$ cat src/hw/rtl/kies_pkg.sv
package kies_pkg;

   localparam int MaxDetents = 8;
   localparam int TouchBits  = 22;
   localparam int TimeW      = 32;
   localparam int CountW     = 32;
   localparam int CfgW       = 22;
   localparam int CsrIdxW    = 3;
   localparam int LongW      = 16;
   localparam int SpdW       = 4;
   localparam int NumOther   = 6;
   localparam int DetCntW    = $clog2(MaxDetents + 1);

   typedef enum logic [3:0] {
      EvCw       = 4'd0,
      EvCcw      = 4'd1,
      EvEncShort = 4'd2,
      EvEncLong  = 4'd3,
      EvAuxShort = 4'd4,
      EvAuxLong  = 4'd5,
      EvDitDown  = 4'd6,
      EvDitUp    = 4'd7,
      EvDahDown  = 4'd8,
      EvDahUp    = 4'd9,
      EvTlDown   = 4'd10,
      EvTlUp     = 4'd11,
      EvTrDown   = 4'd12,
      EvTrUp     = 4'd13
   } ev_code_type;

   typedef enum logic [CsrIdxW-1:0] {
      CsrTlOn     = 3'd0,
      CsrTlOff    = 3'd1,
      CsrTrOn     = 3'd2,
      CsrTrOff    = 3'd3,
      CsrLongMs   = 3'd4,
      CsrSpd      = 3'd5,
      CsrMaxHold  = 3'd6
   } csr_idx_type;

   // controller -> datapath
   typedef struct packed {
      logic load;
      logic eval;
      logic emit_detent;
      logic emit_other;
   } dp_cmd_type;

   // datapath -> controller
   typedef struct packed {
      logic detent_pending;
      logic other_pending;
      logic rsp_free;
   } dp_sts_type;

endpackage

$ cat src/hw/rtl/kies_ctrl.sv
module kies_ctrl (
   input  logic                 clock,
   input  logic                 reset,
   input  logic                 req_valid,
   output logic                 req_stall,
   input  kies_pkg::dp_sts_type sts,
   output kies_pkg::dp_cmd_type cmd
);
   import kies_pkg::*;

   typedef enum logic [1:0] {
      StIdle,
      StEval,
      StDetent,
      StOther
   } fsm_state_type;

   fsm_state_type state_ff, state_in;

   always_ff @(posedge clock) begin
      if (reset) begin
         state_ff <= StIdle;
      end else begin
         state_ff <= state_in;
      end
   end

   // held off during reset so no transfer is taken while state is cleared
   assign req_stall = reset || (state_ff != StIdle);

   always_comb begin
      state_in = state_ff;
      cmd      = '0;
      case (state_ff)
         StIdle: begin
            if (req_valid) begin
               cmd.load = 1'b1;
               state_in = StEval;
            end
         end
         StEval: begin
            cmd.eval = 1'b1;
            state_in = StDetent;
         end
         StDetent: begin
            if (!sts.detent_pending) begin
               state_in = StOther;
            end else if (sts.rsp_free) begin
               cmd.emit_detent = 1'b1;
            end
         end
         StOther: begin
            if (!sts.other_pending) begin
               state_in = StIdle;
            end else if (sts.rsp_free) begin
               cmd.emit_other = 1'b1;
            end
         end
         default: begin
            state_in = StIdle;
         end
      endcase
   end

endmodule

$ cat src/hw/rtl/kies_dp.sv
module kies_dp (
   input  logic                                clock,
   input  logic                                reset,
   input  kies_pkg::dp_cmd_type                cmd,
   output kies_pkg::dp_sts_type                sts,
   input  logic                                csr_write_enable,
   input  logic [kies_pkg::CsrIdxW-1:0]        csr_index,
   input  logic [kies_pkg::CfgW-1:0]           csr_write_data,
   input  logic [kies_pkg::TimeW-1:0]          req_now_ms,
   input  logic signed [kies_pkg::CountW-1:0]  req_encoder_count,
   input  logic                                req_encoder_button_down,
   input  logic                                req_aux_button_down,
   input  logic                                req_paddle_left_down,
   input  logic                                req_paddle_right_down,
   input  logic [kies_pkg::TouchBits-1:0]      req_touch_left_reading,
   input  logic [kies_pkg::TouchBits-1:0]      req_touch_right_reading,
   output logic                                rsp_valid,
   input  logic                                rsp_stall,
   output logic [3:0]                          rsp_event_code,
   output logic                                rsp_last_of_tick
);
   import kies_pkg::*;

   typedef struct packed {
      logic             held;
      logic [TimeW-1:0] start;
      logic             long_sent;
   } btn_st_type;

   typedef struct packed {
      btn_st_type  st;
      logic        hit;
      ev_code_type code;
   } btn_res_type;

   typedef struct packed {
      logic             active;
      logic [TimeW-1:0] since;
   } tch_st_type;

   typedef struct packed {
      tch_st_type  st;
      logic        hit;
      ev_code_type code;
   } tch_res_type;

   function automatic btn_res_type btn_eval(input logic down, input btn_st_type st,
                                            input logic [TimeW-1:0] now,
                                            input logic [LongW-1:0] lp,
                                            input ev_code_type sev, input ev_code_type lev);
      btn_res_type      r;
      logic [TimeW-1:0] elapsed;
      r       = '{st: st, hit: 1'b0, code: sev};
      elapsed = now - st.start;
      if (down && !st.held) begin
         r.st.held      = 1'b1;
         r.st.start     = now;
         r.st.long_sent = 1'b0;
      end else if (down && !st.long_sent) begin
         if (elapsed >= TimeW'(lp)) begin
            r.hit          = 1'b1;
            r.code         = lev;
            r.st.long_sent = 1'b1;
         end
      end else if (!down && st.held) begin
         r.hit     = !st.long_sent;
         r.st.held = 1'b0;
      end
      return r;
   endfunction

   function automatic tch_res_type touch_eval(input logic [TouchBits-1:0] reading,
                                              input logic [CfgW-1:0] on_th,
                                              input logic [CfgW-1:0] off_th,
                                              input tch_st_type st,
                                              input logic [TimeW-1:0] now,
                                              input logic [LongW-1:0] max_hold,
                                              input ev_code_type dev, input ev_code_type uev);
      tch_res_type      r;
      logic             t;
      logic [TimeW-1:0] elapsed;
      r       = '{st: st, hit: 1'b0, code: uev};
      elapsed = now - st.since;
      t       = st.active ? (CfgW'(reading) >= off_th) : (CfgW'(reading) > on_th);
      if (t != st.active) begin
         r.hit       = 1'b1;
         r.code      = t ? dev : uev;
         r.st.since  = t ? now : '0;
         r.st.active = t;
      end else if (t && (st.since != '0) && (elapsed > TimeW'(max_hold))) begin
         // held too long: forced release
         r.hit       = 1'b1;
         r.code      = uev;
         r.st.active = 1'b0;
         r.st.since  = '0;
      end
      return r;
   endfunction

   // configuration
   logic [CfgW-1:0]  tl_on_ff, tl_off_ff, tr_on_ff, tr_off_ff;
   logic [LongW-1:0] long_ms_ff, max_hold_ff;
   logic [SpdW-1:0]  spd_ff;

   // latched tick
   logic [TimeW-1:0]         now_ff;
   logic [CountW-1:0]        count_ff;
   logic                     enc_dn_ff, aux_dn_ff, pl_ff, pr_ff;
   logic [TouchBits-1:0]     tl_rd_ff, tr_rd_ff;

   // block state
   logic [CountW-1:0]        base_ff;
   btn_st_type               enc_st_ff, aux_st_ff;
   logic                     pl_prev_ff, pr_prev_ff;
   tch_st_type               tl_st_ff, tr_st_ff;

   // per-tick work
   logic signed [CountW-1:0] diff_ff, diff_in;
   logic [DetCntW-1:0]       n_ff;
   logic [NumOther-1:0]      mask_ff, mask_in;
   ev_code_type              codes_ff [NumOther];
   ev_code_type              codes_in [NumOther];

   // output register
   logic                     rsp_valid_ff;
   ev_code_type              rsp_code_ff;
   logic                     rsp_last_ff;

   btn_res_type              enc_r, aux_r;
   tch_res_type              tl_r, tr_r;

   logic [SpdW-1:0]          spd;
   logic signed [CountW-1:0] spd_s, nspd_s;
   logic                     go_cw, go_ccw, room, room_nx, more, detent_pending, detent_last;
   logic [NumOther-1:0]      pick, mask_rest;
   ev_code_type              other_code;
   logic                     rsp_free;

   // ---------------- other sources, evaluated once per tick ----------------
   always_comb begin
      enc_r = btn_eval(enc_dn_ff, enc_st_ff, now_ff, long_ms_ff, EvEncShort, EvEncLong);
      aux_r = btn_eval(aux_dn_ff, aux_st_ff, now_ff, long_ms_ff, EvAuxShort, EvAuxLong);
      tl_r  = touch_eval(tl_rd_ff, tl_on_ff, tl_off_ff, tl_st_ff, now_ff, max_hold_ff,
                         EvTlDown, EvTlUp);
      tr_r  = touch_eval(tr_rd_ff, tr_on_ff, tr_off_ff, tr_st_ff, now_ff, max_hold_ff,
                         EvTrDown, EvTrUp);
      mask_in     = {tr_r.hit, tl_r.hit, (pr_ff != pr_prev_ff), (pl_ff != pl_prev_ff),
                     aux_r.hit, enc_r.hit};
      codes_in[0] = enc_r.code;
      codes_in[1] = aux_r.code;
      codes_in[2] = pl_ff ? EvDitDown : EvDitUp;
      codes_in[3] = pr_ff ? EvDahDown : EvDahUp;
      codes_in[4] = tl_r.code;
      codes_in[5] = tr_r.code;
   end

   // ---------------- detent stepping ----------------
   always_comb begin
      spd     = (spd_ff == '0) ? SpdW'(1) : spd_ff;
      spd_s   = signed'(CountW'(spd));
      nspd_s  = -spd_s;
      go_cw   = (diff_ff >= spd_s);
      go_ccw  = (diff_ff <= nspd_s);
      room    = (n_ff < DetCntW'(MaxDetents));
      room_nx = (n_ff < DetCntW'(MaxDetents - 1));
      diff_in = go_cw ? (diff_ff - spd_s) : (diff_ff + spd_s);
      more    = ((diff_in >= spd_s) || (diff_in <= nspd_s)) && room_nx;
      detent_pending = (go_cw || go_ccw) && room;
      detent_last    = !more && (mask_ff == '0);
   end

   // ---------------- other event pick, lowest source first ----------------
   always_comb begin
      pick       = mask_ff & (~mask_ff + NumOther'(1));
      mask_rest  = mask_ff & ~pick;
      other_code = EvEncShort;
      for (int i = 0; i < NumOther; i++) begin
         if (pick[i]) begin
            other_code = codes_ff[i];
         end
      end
   end

   assign rsp_free           = !rsp_valid_ff || !rsp_stall;
   assign sts.detent_pending = detent_pending;
   assign sts.other_pending  = (mask_ff != '0);
   assign sts.rsp_free       = rsp_free;

   // ---------------- control state ----------------
   always_ff @(posedge clock) begin
      if (reset) begin
         tl_on_ff     <= '1;
         tl_off_ff    <= '1;
         tr_on_ff     <= '1;
         tr_off_ff    <= '1;
         long_ms_ff   <= LongW'(800);
         spd_ff       <= SpdW'(2);
         max_hold_ff  <= LongW'(3000);
         base_ff      <= '0;
         enc_st_ff    <= '0;
         aux_st_ff    <= '0;
         pl_prev_ff   <= 1'b0;
         pr_prev_ff   <= 1'b0;
         tl_st_ff     <= '0;
         tr_st_ff     <= '0;
         n_ff         <= '0;
         mask_ff      <= '0;
         rsp_valid_ff <= 1'b0;
      end else begin
         if (csr_write_enable) begin
            case (csr_idx_type'(csr_index))
               CsrTlOn:    tl_on_ff    <= csr_write_data;
               CsrTlOff:   tl_off_ff   <= csr_write_data;
               CsrTrOn:    tr_on_ff    <= csr_write_data;
               CsrTrOff:   tr_off_ff   <= csr_write_data;
               CsrLongMs:  long_ms_ff  <= csr_write_data[LongW-1:0];
               CsrSpd:     spd_ff      <= csr_write_data[SpdW-1:0];
               CsrMaxHold: max_hold_ff <= csr_write_data[LongW-1:0];
               default: ;
            endcase
         end

         if (cmd.eval) begin
            enc_st_ff  <= enc_r.st;
            aux_st_ff  <= aux_r.st;
            pl_prev_ff <= pl_ff;
            pr_prev_ff <= pr_ff;
            tl_st_ff   <= tl_r.st;
            tr_st_ff   <= tr_r.st;
            n_ff       <= '0;
            mask_ff    <= mask_in;
         end

         if (cmd.emit_detent) begin
            base_ff <= go_cw ? (base_ff + CountW'(spd)) : (base_ff - CountW'(spd));
            n_ff    <= n_ff + DetCntW'(1);
         end

         if (cmd.emit_other) begin
            mask_ff <= mask_rest;
         end

         if (cmd.emit_detent || cmd.emit_other) begin
            rsp_valid_ff <= 1'b1;
         end else if (!rsp_stall) begin
            rsp_valid_ff <= 1'b0;
         end
      end
   end

   // ---------------- payload ----------------
   always_ff @(posedge clock) begin
      if (cmd.load) begin
         now_ff    <= req_now_ms;
         count_ff  <= req_encoder_count;
         enc_dn_ff <= req_encoder_button_down;
         aux_dn_ff <= req_aux_button_down;
         pl_ff     <= req_paddle_left_down;
         pr_ff     <= req_paddle_right_down;
         tl_rd_ff  <= req_touch_left_reading;
         tr_rd_ff  <= req_touch_right_reading;
      end
      if (cmd.eval) begin
         diff_ff <= signed'(count_ff - base_ff);
         for (int i = 0; i < NumOther; i++) begin
            codes_ff[i] <= codes_in[i];
         end
      end
      if (cmd.emit_detent) begin
         diff_ff <= diff_in;
      end
      if (cmd.emit_detent) begin
         rsp_code_ff <= go_cw ? EvCw : EvCcw;
         rsp_last_ff <= detent_last;
      end else if (cmd.emit_other) begin
         rsp_code_ff <= other_code;
         rsp_last_ff <= (mask_rest == '0);
      end
   end

   assign rsp_valid        = rsp_valid_ff;
   assign rsp_event_code   = rsp_code_ff;
   assign rsp_last_of_tick = rsp_last_ff;

`ifndef SYNTHESIS
   a_detent_bound: assert property (@(posedge clock) disable iff (reset)
      n_ff <= DetCntW'(MaxDetents))
      else $error("detent count past limit");

   a_one_cmd: assert property (@(posedge clock) disable iff (reset)
      $onehot0({cmd.load, cmd.eval, cmd.emit_detent, cmd.emit_other}))
      else $error("more than one datapath command");

   a_detent_ok: assert property (@(posedge clock) disable iff (reset)
      cmd.emit_detent |-> (detent_pending && rsp_free))
      else $error("detent emitted without room or pending step");

   a_other_ok: assert property (@(posedge clock) disable iff (reset)
      cmd.emit_other |=> (mask_ff == ($past(mask_ff) & ~$past(pick))) && rsp_valid_ff)
      else $error("event mask not retired correctly");
`endif

endmodule

$ cat src/hw/rtl/key_input_event_scanner.sv
// Channel   Dir  Handshake          Payload
// req_      in   req_valid/stall    now_ms, encoder_count, buttons, paddles, touch readings
// rsp_      out  rsp_valid/stall    event_code, last_of_tick
// csr_      in   csr_write_enable   csr_index, csr_write_data
//
// A tick goes through load, evaluate, the detent emit phase and the other-event emit phase
// before the next transfer is taken; each event enters the single output register, and
// an output stall holds the emit phases.
// Synchronous reset restores register defaults, clears state and holds req_stall high.
// req_stall is high from a transfer until the controller is idle again, after the tick's
// last event has entered the output register.
module key_input_event_scanner (
   input  logic                                clock,
   input  logic                                reset,
   input  logic                                csr_write_enable,
   input  logic [kies_pkg::CsrIdxW-1:0]        csr_index,
   input  logic [kies_pkg::CfgW-1:0]           csr_write_data,
   input  logic                                req_valid,
   output logic                                req_stall,
   input  logic [kies_pkg::TimeW-1:0]          req_now_ms,
   input  logic signed [kies_pkg::CountW-1:0]  req_encoder_count,
   input  logic                                req_encoder_button_down,
   input  logic                                req_aux_button_down,
   input  logic                                req_paddle_left_down,
   input  logic                                req_paddle_right_down,
   input  logic [kies_pkg::TouchBits-1:0]      req_touch_left_reading,
   input  logic [kies_pkg::TouchBits-1:0]      req_touch_right_reading,
   output logic                                rsp_valid,
   input  logic                                rsp_stall,
   output logic [3:0]                          rsp_event_code,
   output logic                                rsp_last_of_tick
);
   import kies_pkg::*;

   dp_cmd_type cmd;
   dp_sts_type sts;

   kies_ctrl u_ctrl (
      .clock     (clock),
      .reset     (reset),
      .req_valid (req_valid),
      .req_stall (req_stall),
      .sts       (sts),
      .cmd       (cmd)
   );

   kies_dp u_dp (
      .clock                   (clock),
      .reset                   (reset),
      .cmd                     (cmd),
      .sts                     (sts),
      .csr_write_enable        (csr_write_enable),
      .csr_index               (csr_index),
      .csr_write_data          (csr_write_data),
      .req_now_ms              (req_now_ms),
      .req_encoder_count       (req_encoder_count),
      .req_encoder_button_down (req_encoder_button_down),
      .req_aux_button_down     (req_aux_button_down),
      .req_paddle_left_down    (req_paddle_left_down),
      .req_paddle_right_down   (req_paddle_right_down),
      .req_touch_left_reading  (req_touch_left_reading),
      .req_touch_right_reading (req_touch_right_reading),
      .rsp_valid               (rsp_valid),
      .rsp_stall               (rsp_stall),
      .rsp_event_code          (rsp_event_code),
      .rsp_last_of_tick        (rsp_last_of_tick)
   );

endmodule
$ cat config.mk
export PLATFORM = sky130hd
export DESIGN_NAME = key_input_event_scanner
export DESIGN_NICKNAME = d
export VERILOG_FILES = /design/src/hw/rtl/kies_pkg.sv /design/src/hw/rtl/kies_ctrl.sv /design/src/hw/rtl/kies_dp.sv /design/src/hw/rtl/key_input_event_scanner.sv
export SDC_FILE = /design/constraint.sdc
export NUM_CORES = 1
export LEC_CHECK = 0
export BUFFER_PORTS_ARGS = -buffer_cell sky130_fd_sc_hd__buf_2
export CORE_MARGIN = 3
export CORE_UTILIZATION = 65
export CTS_CLUSTER_DIAMETER = 50
export CTS_CLUSTER_SIZE = 30
export DETAILED_ROUTE_END_ITERATION = 8
export GPL_TIMING_DRIVEN = 1
export HOLD_SLACK_MARGIN = 0.03
export PLACE_DENSITY = 0.95
export SETUP_SLACK_MARGIN = 0.5
export SLEW_MARGIN = 10
export SYNTH_ARGS = -nofsm -noshare
export SYNTH_HDL_FRONTEND = slang
export SYNTH_SLANG_ARGS = --single-unit
$ cat constraint.sdc
create_clock -name clock -period 9.8 [get_ports clock]
set_clock_uncertainty 0.1 [all_clocks]
set_input_delay 0.98 -clock clock [delete_from_list [all_inputs] [get_ports clock]]
set_output_delay 0.98 -clock clock [all_outputs]
set_load 0.05 [all_outputs]
# --- After elaboration in Yosys (flattened, before gate mapping) ---
# Memory sizes are Yosys's and may differ from the RTL's.
# Cells that the tools add are included.
word_totals:
  word_cells: 216
  ramBits: 24
  out_inout_bits: 7
  rom_bits: 0
  mem_count: 1
  regBits: 454
  latchBits: 0
  in_bits: 142
op_classes:
  n_shift: 0
  n_addsub: 12
  n_bitwise: 4
  multipliers: 0
  n_eq_ne: 19
  div_mod_pow: 0
  reduce_logical: 63
  muxes: 68
  n_lt_le_gt_ge: 14
mem_list:
  columns: ["name", "words", "word_bits", "rd", "rd_ports_with_merged_regs", "wr", "line", "rtl"]
  rows:
  - ["u_dp.codes_ff", 6, 4, 6, 0, 6, "kies_dp.sv:121", "ev_code_type codes_ff [NumOther];"]
ops:
  columns: ["cell", "n"]
  rows:
  - ["$mux 32", 6]
  - ["$sub 32x32->32", 5]
  - ["$mux 38", 4]
  - ["$ge 32x16->1", 2]
  - ["$ge 32x5->1", 2]
  - ["$gt 32x16->1", 2]
  - ["$le 32x32->1", 2]
  - ["$reduce_bool 32->1", 2]
  - ["$mux 4", 13]
  - ["$ge 22x22->1", 2]
  - ["$gt 22x22->1", 2]
  - ["$mux 1", 35]
  - ["$add 32x4->32", 1]
  - ["$add 32x5->32", 1]
  - ["$neg 4->32", 1]
  - ["$sub 32x4->32", 1]
  - ["$sub 32x5->32", 1]
  - ["$mux 6", 4]
  - ["$reduce_bool 2->1", 12]
  - ["$reduce_and 2->1", 11]
  - ["$reduce_and 3->1", 5]
  - ["$logic_and 1x1->1", 13]
  - ["$and 6x6->6", 2]
  - ["$logic_not 6->1", 2]
  - ["22 further kinds", 49]

# --- Longest topological paths before layout ---
# Gate-level depths: netlist of the first run.
logic_depth:
  depth_word: 11
  mapped_depth: 28
  depth_no_buf: 26

# --- Modules after synthesis ---
# A second synthesis of the first run with hierarchy kept.
hier_totals:
  hier_cells: 4043
  area_unflattened_um2: 33779.9
modules_own_cells:
  columns: ["mod", "cells_per_inst", "n_inst", "area_each_um2"]
  rows:
  - ["kies_dp", 4020, 1, 33578.5]
  - ["kies_ctrl", 23, 1, 201.4]

# --- Worst setup path after synthesis of the first run ---
# No wires, ideal clock.
synth_timing:
  kind: "reg-to-reg"
  startpoint: "reg u_dp.spd_ff[1]"
  endpoint: "reg u_dp.base_ff[31]"
  setup_slack_ns: 3.463
  synth_period_minus_slack_ns: 6.337
  setup_time_ns: 0.116
  arrival_time_ns: 6.121
  path_stages_with_launch: 27
  required_ns: 9.584
  cell_sequence: "dfxtp_1 inv_1 a31oi_1 inv_1 ha_1 inv_1 fa_1 a21o_1 a2111oi_4 a41oi_2 clkbuf_1 clkbuf_1 buf_1 nor2_1 ha_1 a211oi_1 o21ai_0 a21o_1 a211o_1 a21oi_1 a21oi_1 a211oi_1 o31ai_1 o41ai_1 xnor2_1 a21oi_1 a31o_2"
synth_between:
  elab_chain_len: 8
  word_cells_on_any_way: 12
  classes_between: "add/sub: 3; order compare: 2; mux: 4; reduce/logical: 3"
synth_lines:
  columns: ["element", "line", "rtl"]
  rows:
  - ["start: declaration", "kies_dp.sv:103", "logic [SpdW-1:0] spd_ff;"]
  - ["start signal: assignment", "kies_dp.sv:197", "spd_ff <= SpdW'(2);"]
  - ["start signal: assignment", "kies_dp.sv:217", "CsrSpd: spd_ff <= csr_write_data[SpdW-1:0];"]
  - ["$logic_not 4->1", "kies_dp.sv:159", "spd = (spd_ff == '0) ? SpdW'(1) : spd_ff;"]
  - ["$mux 4 (*)", "kies_dp.sv:159", null]
  - ["$neg 4->32", "kies_dp.sv:161", "nspd_s = -spd_s;"]
  - ["$le 32x32->1", "kies_dp.sv:163", "go_ccw = (diff_ff <= nspd_s);"]
  - ["$logic_or 1x1->1", "kies_dp.sv:168", "detent_pending = (go_cw || go_ccw) && room;"]
  - ["$logic_and 1x1->1", "kies_dp.sv:168", null]
  - ["$mux 1", "kies_ctrl.sv:46", "if (!sts.detent_pending) begin"]
  - ["$mux 1", "kies_ctrl.sv:34", "case (state_ff)"]
  - ["end signal: assignment", "kies_dp.sv:235", "base_ff <= go_cw ? (base_ff + CountW'(spd)) : (base_ff - CountW'(spd));"]
  - ["end: declaration", "kies_dp.sv:112", "logic [CountW-1:0] base_ff;"]
# Mark *: on every way between the ends. The rest lies on a longest branch, timed or not.
# A chain may end at the register's enable or synchronous reset.

# --- Worst setup path after layout of the first run ---
# Same ends and word-level chain as after synthesis.

==> key figures, run 1 <==
Synthesis
  – Leading cell types by total area after synthesis: dfxtp_1, ha_1, edfxtp_1
  – Post-synth EDFFs: 155
  – Top cell type's share of synthesized area: 0.185
  – Yosys Warn Count: 0
  – Ys async rst share: 0
  – Cells after Synth: 3,880
  – Yosys top cell by area: dfxtp_1
  – Dominant synthesized flop cell: dfxtp_1
  – Flip-flop and latch count after synthesis: 460
  – Mapped Area: 33,100 sq um
  – Sequential share of the synthesized area: 0.325
  – Synth Area per Inst: 8.53 sq um
  – Unique cell type count in the Yosys netlist: 82

Drt
  – Via count: 29,696
  – DR iter-0 viols: 2,893
  – Drt first pass iters: 6
  – Antenna-violating nets left: 0
  – Number of vias per cell: 6.33
  – Routed wire length: 91,100 um
  – Wire per inst: 19.4 um
  – DRC errors left: 0

Placement
  – HPWL Detailed: 66,700 um
  – PortBufs: 148
  – Routability cong.: 0.988

Timing
  – Setup violators final: 0
  – RSZ-0062 raised after global routing: no
  – Fin crit period: 6820 ps
  – Final hold vios: 0
  – Fin Hold WS: 354 ps
  – Peak Freq: 0.147 GHz
  – Fin Setup TNS: 0 ps
  – Slew HR: 0.169
  – Worst slew pin tran: 1240 ps
  – Period Utilization, post-route: 0.696
  – Max Slew Vio Count: 0

Final layout
  – # diodes: 0
  – Filler instances: 3,568
  – Share of cells above drive strength 1: 0.0763
  – P&R area growth vs syn: 9.42%
  – Finished Core Util: 0.721
  – Fin nets: 4,553

Run
  – Max Cap Viol: 0

Clock tree
  – Gates resized, CTS repair: 0
  – Clk slew on worst S/H paths: 60 ps
  – Num CTS Buffers: 51
  – Htree depth: 2
  – Post-CTS Setup Repair Bufs: 0
  – Clock latency on the worst-skew pair: 620 ps
  – Max clock buf depth: 3
  – # clock sinks: 460
  – CTS tree: yes
  – Hold Buf Count CTS: 0
  – CTS Root Cell: clkbuf_16

GRT
  – Overall Global Routing Usage: 0.330
  – Number of global-route vias before repair: 28,349
  – Initial antenna violation count: 0
  – First-pass GRT wire length: 145,000 um
  – Most used routing layer: met2
  – Total gr overflow: 0
  – Met2 usage: 0.531
  – Largest net degree at the start of global routing: 126
  – Met3 Usage GRT: 0.0497
  – Met1 usage: 0.436

Floorplan
  – CORE AREA: 50,200 sq um
  – I/O pins: 149
  – Die Span Y: 232 um
  – Initial Util: 0.659
  – Rows: 82
  – Horiz. Die Dim: 232 um
  – Die area: 53,600 sq um

Setup path
  – Reg2Reg Setup Slack: 2980 ps
  – CP Cell Sequence: inv_1 -> a31oi_1 -> inv_1 -> ha_1 -> inv_1 -> fa_1 -> a21o_1 -> a2111oi_4 -> a41oi_2 -> nor2_1 -> ha_1 -> a211oi_1 -> o21ai_0 -> a21o_1 -> a211o_1 -> a21oi_1 -> a21oi_1 -> a211oi_1 -> o31ai_1 -> o41ai_1 -> xnor2_1 -> a21oi_1 -> a31o_2
  – CP Class: reg -> reg
  – Worst Path Required: 10,200 ps
  – Worst EP arrival: 7210 ps
  – Crit path max fanout: 14
  – CP Capture Type: register
  – CP max stage cell: nor2_1
  – Critical Path Start Type: register
  – Worst path max stage delay: 970 ps

Pwr
  – Power per cell area: 244 nW/um^2
  – Peak VDD IR: 0.146 mV
  – P_leak: 15.4 nW

Hold path
  – HP Class: reg -> reg

Outcome
  – Status: completed
==> power by group <==
part | switching (mW) | internal [mW] | leakage (nW) | total [mW]
combinational | 2.47 | 1.60 | 10.5 | 4.07
sequential | 0.374 | 2.36 | 3.94 | 2.73
clock | 0.924 | 1.12 | 0.885 | 2.04
total | 3.77 | 5.08 | 15.4 | 8.85
==> worst max-delay path, delay by kind of cell (launching register included) <==
kind | cells | cell delay, ps
compound gates | 15 | 3530
fa+ha+maj | 3 | 1080
simple gates | 1 | 970
buf+inv | 3 | 440
flops | 1 | 370
xor+xnor | 1 | 190
==> path summary, 6_finish.rpt <==
check                                          to  cells after the start                             from
setup / recovery    u_dp.base_ff[31]$_SDFFE_PP0P_                     23      u_dp.spd_ff[1]$_SDFFE_PP1P_
hold / removal    u_dp.enc_st_ff[28]$_SDFFE_PP0P_                      2  u_dp.enc_st_ff[28]$_SDFFE_PP0P_
setup reg to reg    u_dp.base_ff[31]$_SDFFE_PP0P_                     23      u_dp.spd_ff[1]$_SDFFE_PP1P_
hold reg to reg   u_dp.enc_st_ff[28]$_SDFFE_PP0P_                      2  u_dp.enc_st_ff[28]$_SDFFE_PP0P_
==> cell usage in the layout (no fill, tap or decap), types with 25 or more instances in the layout <==
cell,n
clkbuf_16,55
nand4_1,73
a211oi_1,33
xor2_1,57
nand2_1,384
o21ai_0,160
dfxtp_1,305
nor2_1,281
buf_4,25
nor4_1,51
a21o_1,119
mux2i_1,79
a21oi_1,347
nand2b_1,78
nor2b_1,37
ha_1,424
nand3b_1,61
buf_2,147
nor3_1,60
edfxtp_1,155
xnor2_1,115
a211o_1,81
a31oi_1,31
nand3_1,58
o211ai_1,27
inv_1,358
o21bai_1,25
a22o_1,33
o21a_1,46
==> synth_stat cells, types with 19 or more instances <==
library cell,instances
nand2_1,384
edfxtp_1,155
a22o_1,33
nor2_1,282
o21bai_1,25
a21o_1,119
a31oi_1,31
clkbuf_1,120
nand3_1,58
o211ai_1,27
inv_1,358
a211o_1,81
o31ai_1,19
ha_1,424
or3_1,20
nor2b_1,37
a211oi_1,33
o21a_1,46
nand4_1,73
nor4_1,51
nor3_1,62
o21ai_0,160
xor2_1,57
nand3b_1,61
a21oi_1,348
nand2b_1,78
mux2i_1,79
xnor2_1,115
dfxtp_1,305
==> per-layer routing <==
metal / routed length [um] / share of wire
met1: 38400 / 0.42
met2: 40900 / 0.45
met3: 7230 / 0.079
met4: 4490 / 0.049
met5: 0 / 0
==> logic make-up after synthesis <==
group / after synthesis / share of synthesized area
AO/OA/AOI/OAI: 1041 / 0.206
XOR/XNOR: 172 / 0.0455
adder cells (fa/ha/maj): 433 / 0.166
buffers and inverters: 499 / 0.0569
flip-flops: 460 / 0.325
multiplexers: 85 / 0.0259
other: 1 / 0.000113
AND/OR/NAND/NOR: 1189 / 0.174
==> layout make-up <==
cell class                 instances  area, sq um  share of cell area
multi-input combinational       2934        20500               0.567
sequential                       460        10800               0.297
clock buffer                      61         1430              0.0395
inverter                         359         1350              0.0372
timing repair buffer             173          937              0.0259
tap                              672          841              0.0232
clock inverter                    34          368              0.0102
==> flip-flops by register name, summed over array words and instances, names as in the netlist, 32 cells and up <==
signal	flops
u_dp.diff_ff	32
u_dp.count_ff	32
u_dp.now_ff	32
u_dp.base_ff	32
u_dp.tl_st_ff	33
u_dp.enc_st_ff	34
u_dp.aux_st_ff	34
u_dp.tr_st_ff	33
==> per-stage QoR <==
stage          std cells  setup WS, ps  power [mW]  area (sq um)
2_1_floorplan       3893          3460        5.64         33100
6_report            4693          2980        8.85         36200
4_1_cts             4693          3030        8.76         36200
3_5_place_dp        4598          3080        6.68         34400
5_1_grt             4693          2480        9.38         36200
3_3_place_gp        4598          3200        6.56         34400
(Power assumes the default switching activity.)
==> run 2: changes to the inputs <==
- CORE_UTILIZATION: 65 -> 63
- PLACE_DENSITY: 0.95 -> 0.92
- clock period: 9.8 -> 7.1 ns (I/O delays scaled with it)
==> run 2 against run 1 <==
Register-to-register slack lost 2100 ps. Largest power group unchanged. Combinational power is 40% higher. Sequential cell count stayed put. Global-route usage down 1.4 points. First-iteration DRC count shrank 0.59%. Critical path depth is 1 higher. Cell area up 0.67%. Sequential power is 38% higher. Critical path type unchanged. Worst setup slack got worse by 2100 ps. Via count rose by 0.55%. Die area rose by 3.1%. Count of clock-buffer cells in the layout is 7 lower.
==> key figures, run 2 (same netlist as run 1, synthesis figures left out) <==
Setup path
  – R2r worst-path depth: 24 (was 23)
  – CP Capture Type: register (unchanged)
  – Crit path launch: u_dp.spd_ff[2]$_SDFFE_PP0P_ (was u_dp.spd_ff[1]$_SDFFE_PP1P_)
  – Critical Path Start Type: register (unchanged)
  – Crit path max fanout: 6 (was 14)
  – CP max stage cell: or3_1 (was nor2_1)
  – Worst EP arrival: 6550 ps (was 7210 ps)
  – RR Startpoint: u_dp.spd_ff[2]$_SDFFE_PP0P_ (was u_dp.spd_ff[1]$_SDFFE_PP1P_)
  – Worst path max stage delay: 510 ps (was 970 ps)
  – CP Cell Sequence: inv_1 -> a31oi_1 -> inv_1 -> ha_1 -> inv_1 -> fa_1 -> a21o_1 -> a21oi_1 -> nand2_1 -> or3_1 -> nor4_1 -> o22ai_1 -> xor2_1 -> inv_1 -> ha_1 -> nand4_1 -> nor4_1 -> o221ai_1 -> o311ai_0 -> mux2_2 -> o21ai_0 -> nor4_1 -> a31oi_1 -> o32ai_1 (was inv_1 -> a31oi_1 -> inv_1 -> ha_1 -> inv_1 -> fa_1 -> a21o_1 -> a2111oi_4 -> a41oi_2 -> nor2_1 -> ha_1 -> a211oi_1 -> o21ai_0 -> a21o_1 -> a211o_1 -> a21oi_1 -> a21oi_1 -> a211oi_1 -> o31ai_1 -> o41ai_1 -> xnor2_1 -> a21oi_1 -> a31o_2)
  – Worst setup path endpoint: u_dp.rsp_last_of_tick$_DFFE_PP_ (was u_dp.base_ff[31]$_SDFFE_PP0P_)
  – FF-to-FF End: u_dp.rsp_last_of_tick$_DFFE_PP_ (was u_dp.base_ff[31]$_SDFFE_PP0P_)
  – Worst Path Required: 7440 ps (was 10,200 ps)
  – Most common cell on crit path: inv_1
  – Reg2Reg Setup Slack: 890 ps (was 2980 ps)
  – Worst path bufs/invs: 4 (was 3)
  – Worst path depth: 24 (was 23)
  – CP delay by family, top: simple AND/OR/NAND/NOR gates (was compound AO/OA/AOI/OAI gates)
  – CP Class: reg -> reg (unchanged)

Timing
  – Peak Freq: 0.161 GHz (was 0.147 GHz)
  – RSZ-0062 raised after global routing: no (unchanged)
  – Worst slew pin tran: 1150 ps (was 1240 ps)
  – Final hold vios: 0 (unchanged)
  – Period Utilization, post-route: 0.875 (was 0.696)
  – Fin crit period: 6210 ps (was 6820 ps)
  – Max Slew Vio Count: 0 (unchanged)
  – Setup violators final: 0 (unchanged)
  – Slew HR: 0.233 (was 0.169)
  – PnR worst setup slack: 887 ps (was 2980 ps)
  – Fin Setup TNS: 0 ps (unchanged)

Clock tree
  – CTS Root Cell: clkbuf_16 (unchanged)
  – Hold Buf Count CTS: 0 (unchanged)
  – CTS tree: yes (unchanged)
  – Htree depth: 2 (unchanged)
  – Clock latency on the worst-skew pair: 640 ps (was 620 ps)
  – Clk slew on worst S/H paths: 80 ps (was 60 ps)
  – Max clock buf depth: 3 (unchanged)
  – # clock sinks: 460 (unchanged)
  – Num CTS Buffers: 53 (was 51)

Drt
  – Wire per inst: 19.3 um (was 19.4 um)
  – DR iter-0 viols: 2,876 (was 2,893)
  – Antenna-violating nets left: 0 (unchanged)
  – DRC errors left: 0 (unchanged)
  – Routed wire length: 90,800 um (was 91,100 um)
  – Number of vias per cell: 6.34 (was 6.33)
  – Drt first pass iters: 6 (unchanged)
  – Via count: 29,859 (was 29,696)

Hold path
  – Hold depth: 1 (was 2)
  – HP Class: in -> reg (was reg -> reg)

Pwr
  – Net Sw Power: 5.35 mW (was 3.77 mW)
  – Sw Share: 0.431 (was 0.426)
  – Peak VDD IR: 0.262 mV (was 0.146 mV)
  – Power per cell area: 341 nW/um^2 (was 244 nW/um^2)
  – P_leak: 15.4 nW (about the same)
  – Internal: 7.07 mW (was 5.08 mW)
  – Seq pwr share: 0.304 (was 0.309)
  – Clock power share: 0.239 (was 0.231)
  – Comb power frac: 0.458 (was 0.460)

Placement
  – HPWL Detailed: 66,600 um (was 66,700 um)
  – DP Area: 34,400 sq um (about the same)
  – DP Worst Slack: 715 ps (was 3080 ps)
  – Placed Cells: 4,607 (was 4,598)
  – PortBufs: 148 (unchanged)
  – Routability cong.: 0.985 (was 0.988)

Final layout
  – Share of cells above drive strength 1: 0.0806 (was 0.0763)
  – Filler instances: 3,796 (was 3,568)
  – Design area: 36,400 sq um (was 36,200 sq um)
  – Post-route insts no fill: 4,713 (was 4,693)
  – Biggest regs: u_dp.aux_st_ff x34, u_dp.enc_st_ff x34 (unchanged)
  – Fin nets: 4,562 (was 4,553)
  – # diodes: 0 (unchanged)
  – Most frequent cells in the layout: ha_1, nand2_1, inv_1 (unchanged)
  – P&R area growth vs syn: 10.1% (was 9.42%)
  – Most common cell after layout, fill and taps aside: ha_1 (unchanged)

GRT
  – Overall Global Routing Usage: 0.316 (was 0.330)
  – Largest net degree at the start of global routing: 102 (was 126)
  – Total gr overflow: 0 (unchanged)
  – Number of global-route vias before repair: 28,507 (was 28,349)
  – Initial antenna violation count: 3 (was 0)
  – First-pass GRT wire length: 145,000 um (about the same)

Floorplan
  – Die Span Y: 235 um (was 232 um)
  – Initial Util: 0.641 (was 0.659)
  – I/O pins: 149 (unchanged)
  – Horiz. Die Dim: 235 um (was 232 um)
  – Die area: 55,300 sq um (was 53,600 sq um)
  – CORE AREA: 51,600 sq um (was 50,200 sq um)
  – Rows: 83 (was 82)

Outcome
  – Status: completed (unchanged)

Run
  – Max Cap Viol: 0 (unchanged)
[run 2: cell types whose count changed in the layout (fill, tap and decap cells not counted), sizes merged]
| cell | change |
|---|---|
| bufinv | +1 |
| clkinv | +6 |
| a41oi | +1 |
| inv | +5 |
| buf | +6 |
| clkbuf | -7 |
[run 2: worst min-delay path by stage]
stage          slack (ps)                               to                            start
2_1_floorplan         340  u_dp.aux_st_ff[10]$_SDFFE_PP0P_  u_dp.aux_st_ff[10]$_SDFFE_PP0P_
3_3_place_gp          340   u_dp.aux_st_ff[7]$_SDFFE_PP0P_   u_dp.aux_st_ff[7]$_SDFFE_PP0P_
3_5_place_dp          350  u_dp.enc_st_ff[17]$_SDFFE_PP0P_  u_dp.enc_st_ff[17]$_SDFFE_PP0P_
4_1_cts               110      u_dp.tr_rd_ff[10]$_DFFE_PP_      req_touch_right_reading[10]
5_1_grt               120      u_dp.tr_rd_ff[10]$_DFFE_PP_      req_touch_right_reading[10]
6_report              140       u_dp.tr_rd_ff[7]$_DFFE_PP_       req_touch_right_reading[7]
[run 2: power by group through the flow]
stage                     combinational [mW]  clock, mW  sequential [mW]
after floorplan                         4.18          0             3.62
after global placement                  5.27          0             3.78
after detailed placement                5.44          0             3.79
after CTS                               5.52       3.00             3.74
after global routing                    6.28       3.10             3.81
final                                   5.68       2.97             3.77
[run 2: repair_timing]
action,4_1_cts,5_1_grt
hold endpoints to repair,0,0
resized for setup,0,8
setup buffers,0,5
endpoints found under the setup margin,0,7
[run 2: metrics by stage]
| stage | hold slack (ps) | util | power [mW] |
|---|---|---|---|
| finish | 135 | 0.706 | 12.4 |
| global route | 119 | 0.706 | 13.2 |
| CTS | 110 | 0.704 | 12.3 |
| detailed placement | 346 | 0.667 | 9.23 |
| global placement | 342 | 0.667 | 9.05 |
| floorplan | 336 | - | 7.79 |
[run 2: area by class of cell]
class                           count  area (sq um)  area share
Multi-Input combinational cell   2935         20600       0.564
Sequential cell                   460         10800       0.295
Inverter                          359          1350      0.0370
Clock buffer                       54          1330      0.0365
Timing Repair Buffer              179           995      0.0273
Tap cell                          680           851      0.0233
Clock inverter                     46           598      0.0164
[run 2: per-layer routing]
layer	wire, um	GRT usage	up-vias
li1	-	-	14191
met1	37700	0.422	13996
met2	40900	0.504	1341
met3	7530	0.0490	327
met4	4620	0.148	4
met5	29	0	-
